### config.mk
export PLATFORM = sky130hd
export DESIGN_NAME = encoder_angle_frame_check
export DESIGN_NICKNAME = d
export VERILOG_FILES = /design/src/sv/afc_pkg.sv /design/src/sv/afc_cmd_seed.sv /design/src/sv/afc_check.sv /design/src/sv/encoder_angle_frame_check.sv
export SDC_FILE = /design/constraint.sdc
export NUM_CORES = 1
export LEC_CHECK = 0
export BUFFER_PORTS_ARGS = -buffer_cell sky130_fd_sc_hd__clkbuf_2
export CAP_MARGIN = 25
export CORE_ASPECT_RATIO = 0.5
export CORE_MARGIN = 2
export CORE_UTILIZATION = 45
export DETAILED_ROUTE_END_ITERATION = 6
export PLACE_DENSITY = 0.67
export SYNTH_ARGS = -nofsm -noshare
export SYNTH_HDL_FRONTEND = slang
export SYNTH_HIERARCHICAL = 1
export SYNTH_SLANG_ARGS = --single-unit
### constraint.sdc
create_clock -name i_clk -period 7.3 [get_ports i_clk]
set_clock_uncertainty 0.2 [all_clocks]
set_input_delay 1.46 -clock i_clk [delete_from_list [all_inputs] [get_ports i_clk]]
set_output_delay 1.46 -clock i_clk [all_outputs]
set_load 0.05 [all_outputs]
### src/sv/afc_pkg.sv
// ---------------------------------------------------------------------------
// afc_pkg
// Shared constants, CRC-8 helper and check-result type for the angle
// frame check.
// ---------------------------------------------------------------------------
package afc_pkg;

    localparam logic [7:0]  CRC_POLY   = 8'h1D;
    localparam logic [7:0]  CRC_INIT   = 8'hFF;
    localparam int unsigned STATUS_BIT = 12;
    localparam logic [15:0] CMD_RESET  = 16'h8021;

    // One byte through the CRC-8 shift register, MSB first
    function automatic logic [7:0] crc_byte(input logic [7:0] crc, input logic [7:0] b);
        logic [7:0] c;
        c = crc ^ b;
        for (int k = 0; k < 8; k++) begin
            if (c[7]) begin
                c = {c[6:0], 1'b0} ^ CRC_POLY;
            end else begin
                c = {c[6:0], 1'b0};
            end
        end
        return c;
    endfunction

    // CRC state after the two command bytes of the reset command
    localparam logic [7:0] CMD_SEED_RESET =
        crc_byte(crc_byte(CRC_INIT, CMD_RESET[15:8]), CMD_RESET[7:0]);

    typedef struct packed {
        logic crc_match;
        logic status_set;
        logic ok;
    } t_chk;

endpackage

### src/sv/afc_cmd_seed.sv
// ---------------------------------------------------------------------------
// afc_cmd_seed
// Command register. Stores the CRC state after the command's high and low
// bytes, so the item path only runs the two angle bytes.
// ---------------------------------------------------------------------------
module afc_cmd_seed (
    input  logic       i_clk,
    input  logic       i_rst_n,
    input  logic       i_cfg_wr_en,
    input  logic [15:0] i_cfg_wr_data,
    output logic [7:0] o_seed
);

    logic [7:0] r_seed;
    logic [7:0] n_seed;

    always_comb begin
        n_seed = afc_pkg::crc_byte(afc_pkg::crc_byte(afc_pkg::CRC_INIT,
                                                     i_cfg_wr_data[15:8]),
                                   i_cfg_wr_data[7:0]);
    end

    always_ff @(posedge i_clk) begin
        if (!i_rst_n) begin
            r_seed <= afc_pkg::CMD_SEED_RESET;
        end else if (i_cfg_wr_en) begin
            r_seed <= n_seed;
        end
    end

    assign o_seed = r_seed;

endmodule

### src/sv/afc_check.sv
// ---------------------------------------------------------------------------
// afc_check
// Finishes the CRC over the angle bytes, inverts it and compares it with
// the safety word; also reads the status flag.
// ---------------------------------------------------------------------------
module afc_check (
    input  logic [7:0]    i_seed,
    input  logic [15:0]   i_angle_word,
    input  logic [15:0]   i_safety_word,
    output afc_pkg::t_chk o_chk
);

    logic [7:0] crc;

    always_comb begin
        crc = ~afc_pkg::crc_byte(afc_pkg::crc_byte(i_seed, i_angle_word[15:8]),
                                 i_angle_word[7:0]);
        o_chk.crc_match  = (crc == i_safety_word[7:0]);
        o_chk.status_set = i_safety_word[afc_pkg::STATUS_BIT];
        o_chk.ok         = o_chk.crc_match && o_chk.status_set;
    end

endmodule

### src/sv/encoder_angle_frame_check.sv
// An accepted item waits in the input register, then moves on to the result register.
// Throughput: one item per cycle while i_out_stall is low; input register feeds the CRC check and
// the result register, each stage moves whenever the one after it frees.
// Reset (synchronous, active low): both stages empty, last good angle 0,
// command register back to the CRC seed of command 0x8021.
// ---------------------------------------------------------------------------
// encoder_angle_frame_check
// Angle-sensor reply check: CRC-8 over command and angle bytes plus the
// status flag; accepted angles are shifted left one and held.
// ---------------------------------------------------------------------------
module encoder_angle_frame_check (
    input  logic               i_clk,
    input  logic               i_rst_n,
    input  logic               i_cfg_wr_en,
    input  logic [15:0]        i_cfg_wr_data,
    input  logic               i_in_valid,
    output logic               o_in_stall,
    input  logic [15:0]        i_angle_word,
    input  logic [15:0]        i_safety_word,
    output logic               o_out_valid,
    input  logic               i_out_stall,
    output logic signed [15:0] o_held_angle,
    output logic               o_accepted,
    output logic               o_crc_match,
    output logic               o_status_set
);

    logic [7:0]    seed;
    afc_pkg::t_chk chk;

    logic          r_in_valid;
    logic [15:0]   r_angle;
    logic [15:0]   r_safety;

    logic          r_out_valid;
    logic [15:0]   r_held;
    logic          r_accepted;
    logic          r_crc_match;
    logic          r_status_set;

    logic [15:0]   r_last_good;
    logic [15:0]   n_last_good;

    logic          out_load;
    logic          in_load;

    afc_cmd_seed u_seed (
        .i_clk         (i_clk),
        .i_rst_n       (i_rst_n),
        .i_cfg_wr_en   (i_cfg_wr_en),
        .i_cfg_wr_data (i_cfg_wr_data),
        .o_seed        (seed)
    );

    afc_check u_check (
        .i_seed        (seed),
        .i_angle_word  (r_angle),
        .i_safety_word (r_safety),
        .o_chk         (chk)
    );

    assign out_load   = !r_out_valid || !i_out_stall;
    assign in_load    = !r_in_valid || out_load;
    assign o_in_stall = !in_load;

    always_comb begin
        n_last_good = r_last_good;
        if (chk.ok) begin
            n_last_good = {r_angle[14:0], 1'b0};  // drop the top bit
        end
    end

    // Control
    always_ff @(posedge i_clk) begin
        if (!i_rst_n) begin
            r_in_valid  <= 1'b0;
            r_out_valid <= 1'b0;
            r_last_good <= '0;
        end else begin
            if (in_load) begin
                r_in_valid <= i_in_valid;
            end
            if (out_load) begin
                r_out_valid <= r_in_valid;
                if (r_in_valid) begin
                    r_last_good <= n_last_good;
                end
            end
        end
    end

    // Payload
    always_ff @(posedge i_clk) begin
        if (in_load && i_in_valid) begin
            r_angle  <= i_angle_word;
            r_safety <= i_safety_word;
        end
        if (out_load && r_in_valid) begin
            r_held       <= n_last_good;
            r_accepted   <= chk.ok;
            r_crc_match  <= chk.crc_match;
            r_status_set <= chk.status_set;
        end
    end

    assign o_out_valid  = r_out_valid;
    assign o_held_angle = $signed(r_held);
    assign o_accepted   = r_accepted;
    assign o_crc_match  = r_crc_match;
    assign o_status_set = r_status_set;

endmodule

==> impl_metrics.tcl, run 1 <==
set metrics [dict create \
    hold_violations 0 \
    pre_cts_ws_ns 3.47 \
    syn_area_per_cell_um2 14.1 \
    min_period_ns 3.88 \
    diodes 0 \
    hp-class "reg -> reg" \
    io_pins 74 \
    syn-instance-count 272 \
    drive_gt1_frac 0.323 \
    clk_pin_slew_ns 0.05 \
    ant_nets 0 \
    numCtsBuffers 9 \
    coreArea_um2 8120 \
    drt_pass1_iterations 4 \
    peakVddDrop_v 0.000169 \
    start_util 0.471 \
    fin_util 0.558 \
    gp_congestion 0.845 \
    finalWorstSetupSlack_ns 3.42 \
    cts_post_setup_buffers_inserted 0 \
    crit_required_ns 7.17 \
    crit_fanout 18 \
    vias 2256 \
    grt_pass1_wl_um 11500 \
    setup_viol 0 \
    synth.cell_area_um2 3820 \
    io_buffers 66 \
    avgRoutedWirePerCell_um 15.6 \
    final_nets 395 \
    cts_num_sinks 70 \
    whs_ns 0.242 \
    holdBufCountCts 0 \
    setup_tns_ns 0 \
    die_y_um 69.2 \
    clockBufferDepth 2 \
    powerDensity_nw_per_um2 363 \
    area_growth_pct 18.4 \
    die_w_um 134 \
    place_hpwl_um 5370 \
    fmax_mhz 258 \
    avgViaCountPerCell 4.92 \
    worstSkewPairLatency_ns 0.33 \
    rsz0062_at_grt "false" \
    grt_pass1_vias 2325 \
    grt_max_degree 26 \
    drv_cap 0 \
    worstPathArrival_ns 3.75 \
    worstSetupStartpointType "flop" \
    drc 0 \
    finalWirelength_um 7180 \
    drv_slew 0 \
    status "complete, no violations" \
    cts.repair.resized 0 \
    power.leakage_nw 1.89 \
    drtIter0Drc 89 \
    dieArea_um2 9300 \
    grt_usage 0.166 \
    fin_crit_sh 0.531 \
    slew_headroom 0.458 \
    tritoncts "yes" \
    synth_warnings 6 \
    htree_num_levels 3 \
    antenna_found_initial 0 \
    cts_root_buffer "clkbuf_16" \
    syn_nets 325 \
    tightest_slew_ns 0.814 \
    overflow 0 \
    endpoint_kind "flop" \
    placementRows 23 \
    crit_type "reg -> reg" \
]
## path summary, 6_finish.rpt
kind / from / end / slack [ns] / cells past startpoint
worst max register to register: r_angle[8]$_DFFE_PP_ / o_held_angle[13]$_DFFE_PP_ / 3.42 / 10
worst min-delay path: r_last_good[0]$_SDFFE_PN0P_ / r_last_good[0]$_SDFFE_PN0P_ / 0.24 / 2
worst max-delay path: r_angle[8]$_DFFE_PP_ / o_held_angle[13]$_DFFE_PP_ / 3.42 / 10
worst min register to register: r_last_good[0]$_SDFFE_PN0P_ / r_last_good[0]$_SDFFE_PN0P_ / 0.24 / 2
## area by class of cell
| cell class | count | area [µm²] |
|---|---|---|
| flip-flops and latches | 70 | 1840 |
| inverters | 17 | 63.8 |
| repair buffers | 69 | 373 |
| fillers | 696 | 3590 |
| well taps | 112 | 140 |
| clock buffers | 11 | 243 |
| clock inverters | 5 | 33.8 |
| multi-input cells | 175 | 1830 |
## critical path, stage by stage, from the launching register on
cell	delay, ns
edfxtp_1	0.41
xnor2_1	0.57
xnor3_2	0.59
xor3_2	0.38
nor2b_1	0.07
o31ai_1	0.24
o21ai_0	0.18
nor4_2	0.24
buf_4	0.34
mux2i_1	0.31
inv_1	0.08
## layer usage
| layer | vias to the layer above | track usage | routed length [µm] |
|---|---|---|---|
| met5 | - | 0 | 0 |
| met4 | 0 | 0.0737 | 116 |
| met3 | 9 | 0.0482 | 365 |
| met2 | 55 | 0.267 | 3370 |
| met1 | 1076 | 0.210 | 3330 |
| li1 | 1116 | - | - |
## stage by stage
stage / power, mW / cell area (µm²) / std cells
floorplan: 1.12 / 3820 / 272
global placement: 1.22 / 4230 / 442
detailed placement: 1.24 / 4250 / 443
CTS: 1.65 / 4530 / 459
global route: 1.74 / 4530 / 459
finish: 1.64 / 4530 / 459
## layout by cell type (no fill, tap or decap), types with 3 or more instances in the layout
cell type and n:
xor2_1 11, o32ai_2 9, o32ai_1 6, xnor2_1 46
xnor3_1 8, inv_1 17, o211ai_1 3, dfxtp_1 26
nor2_1 7, xor3_2 3, xnor3_2 6, xnor2_2 4
clkbuf_2 66, clkbuf_16 9, edfxtp_1 44, nand2_1 20
xor3_1 5, mux2i_1 17, and2_1 3
## power by group
group / internal [mW] / switching [mW] / total [mW] / leakage (nW)
Sequential: 0.453 / 0.0226 / 0.476 / 0.623
Clock: 0.239 / 0.156 / 0.394 / 0.134
Combinational: 0.392 / 0.380 / 0.772 / 1.13
## state kept, by name, indices dropped and copies added, names as in the netlist
name and flops:
r_last_good 16, r_in_valid 1, r_angle 16, o_out_valid 1, o_accepted 1, o_status_set 1
u_seed/o_seed 8, o_crc_match 1, o_held_angle 16, r_safety 9
Power figures use the tool's default switching activity.
==> run 2, diff against run 1 <==
Settings changed: PLACE_DENSITY 0.67 to 0.69.
Clock period 7.3 ns to 3.3 ns, I/O delays scaled along.
==> impl_metrics.tcl, run 2 (synthesis gave the netlist of run 1 again) <==
set metrics [dict create \
    timing.rr.start "r_angle[11]$_DFFE_PP_" \
    htree_num_levels 3 \
    regArea_um2 1840 \
    tritoncts "yes" \
    powerDensity_nw_per_um2 954 \
    power.leakage_nw 2.23 \
    drv_slew 0 \
    setup_tns_ns -6.50 \
    multi_input_area_um2 2140 \
    finalWirelength_um 8770 \
    grt_max_degree 36 \
    wl_met3_um 414 \
    r2r_cells 13 \
    hp-class "reg -> reg" \
    peakVddDrop_v 0.000509 \
    drive_gt1_frac 0.486 \
    diodes 0 \
    numCtsBuffers 9 \
    status "complete, but fails checks" \
    final_nets 437 \
    whs_ns 0.247 \
    finalWorstSetupSlack_ns -0.249 \
    cp_cell_sequence "xor3_1 -> xnor3_2 -> xnor2_4 -> xnor2_1 -> nor2_2 -> buf_4 -> a221oi_4 -> buf_6 -> nor4_4 -> buf_6 -> buf_16 -> mux2i_4 -> o32ai_1" \
    wl_met1_um 4110 \
    cts_num_sinks 70 \
    die_w_um 134 \
    final_common_cell "clkbuf_2" \
    cpMostUsedCell "buf_6" \
    placementRows 23 \
    area_growth_pct 37.4 \
    clockBufferDepth 2 \
    crit_required_ns 3.33 \
    drtIter0Drc 106 \
    ant_nets 0 \
    overflow 0 \
    avgViaCountPerCell 4.98 \
    tightest_slew_ns 0.808 \
    violations "setup timing" \
    slowest_stage "edfxtp_1" \
    drt_pass1_iterations 4 \
    worstPathArrival_ns 3.58 \
    final_cell_mix "clkbuf_2 (66), edfxtp_1 (44), xnor2_1 (38), buf_4 (37), dfxtp_1 (26)" \
    place_hpwl_um 5620 \
    drv_cap 0 \
    antenna_found_initial 0 \
    min_period_ns 3.55 \
    r2r_setup_slack_ns -0.25 \
    endpoint_kind "flop" \
    io_buffers 66 \
    avgRoutedWirePerCell_um 17.5 \
    setup_viol 32 \
    die_y_um 69.2 \
    grt_usage 0.202 \
    clk_pin_slew_ns 0.05 \
    wl_met2_um 4110 \
    cpPeakStageDelay_ns 0.49 \
    drc 0 \
    vias 2497 \
    grt_pass1_wl_um 14000 \
    fmax_mhz 282 \
    slew_headroom 0.461 \
    dieArea_um2 9300 \
    place_inst 470 \
    fillers 600 \
    crit_type "reg -> reg" \
    crit_fanout 8 \
    io_pins 74 \
    gp_congestion 0.882 \
    fin_util 0.647 \
    rsz0062_at_grt "true" \
    reg2reg_to "r_last_good[5]$_SDFFE_PN0P_" \
    cts_root_buffer "clkbuf_16" \
    start_util 0.471 \
    stdcell_count 501 \
    highest_layer "met4" \
    worstSetupStartpointType "flop" \
    fin_crit_sh 1.08 \
    grt_pass1_vias 2637 \
    crit_start "r_angle[11]$_DFFE_PP_" \
    worstSkewPairLatency_ns 0.33 \
    endpoint "r_last_good[5]$_SDFFE_PN0P_" \
    holdBufCountCts 0 \
    hold_violations 0 \
    coreArea_um2 8120 \
]
-- run 2: cell count changes in the layout (fill, tap and decap cells not counted), moves of 4 or more --
cell	change
buf_4	+35
mux2i_1	-13
mux2i_4	+9
xnor2_1	-8
xnor2_2	+6
buf_6	+4
mux2i_2	+4
-- run 2: timing repair --
item	4_1_cts	5_1_grt
cloned	2	0
pin swaps	18	3
gates resized for setup	37	18
buffers inserted	9	5
endpoints found under the setup margin	31	33
-- run 2: layout make-up --
class / count / area share
inverters: 17 / 0.0121
well taps: 112 / 0.0267
flip-flops and latches: 70 / 0.351
clock buffers: 12 / 0.0469
repair buffers: 111 / 0.142
clock inverters: 4 / 0.0133
multi-input cells: 175 / 0.408
-- run 2: layer usage --
layer / up-vias / global-route usage
met5: - / 0
met3: 15 / 0.0577
met1: 1224 / 0.266
met4: 0 / 0.0690
met2: 63 / 0.321
li1: 1195 / -
-- run 2: power by group --
group | switching (mW) | total [mW] | internal (mW)
combinational | 1.41 | 2.93 | 1.51
clock | 0.342 | 1.02 | 0.679
sequential | 0.0574 | 1.06 | 1.00
-- run 2: through the flow --
stage	area, µm²	setup WS [ns]	power, mW
after floorplan	3850	-0.00371	2.50
after global placement	4480	-0.135	2.99
after detailed placement	4480	-0.229	3.07
after CTS	5120	-0.160	4.54
after global routing	5250	-0.348	5.22
final	5250	-0.249	5.01
-- run 2: critical path, delay by kind of cell, from the launching register on --
| kind | cells | cell delay, ns |
|---|---|---|
| AOI/OAI and AO/OA | 2 | 0.53 |
| xor gates and xnor gates | 4 | 1.27 |
| buffers and inverters | 4 | 0.61 |
| DFF | 1 | 0.49 |
| muxes | 1 | 0.19 |
| and+or+nand+nor | 2 | 0.13 |
-- run 2: worst min-delay path by stage --
stage                                 from                          end  slack (ns)  cells past startpoint
2_1_floorplan  r_last_good[0]$_SDFFE_PN0P_  r_last_good[0]$_SDFFE_PN0P_        0.21                      2
3_3_place_gp   r_last_good[0]$_SDFFE_PN0P_  r_last_good[0]$_SDFFE_PN0P_        0.21                      2
3_5_place_dp   r_last_good[0]$_SDFFE_PN0P_  r_last_good[0]$_SDFFE_PN0P_        0.22                      2
4_1_cts        r_last_good[0]$_SDFFE_PN0P_  r_last_good[0]$_SDFFE_PN0P_        0.23                      2
5_1_grt        r_last_good[0]$_SDFFE_PN0P_  r_last_good[0]$_SDFFE_PN0P_        0.27                      2
6_report       r_last_good[0]$_SDFFE_PN0P_  r_last_good[0]$_SDFFE_PN0P_        0.25                      2
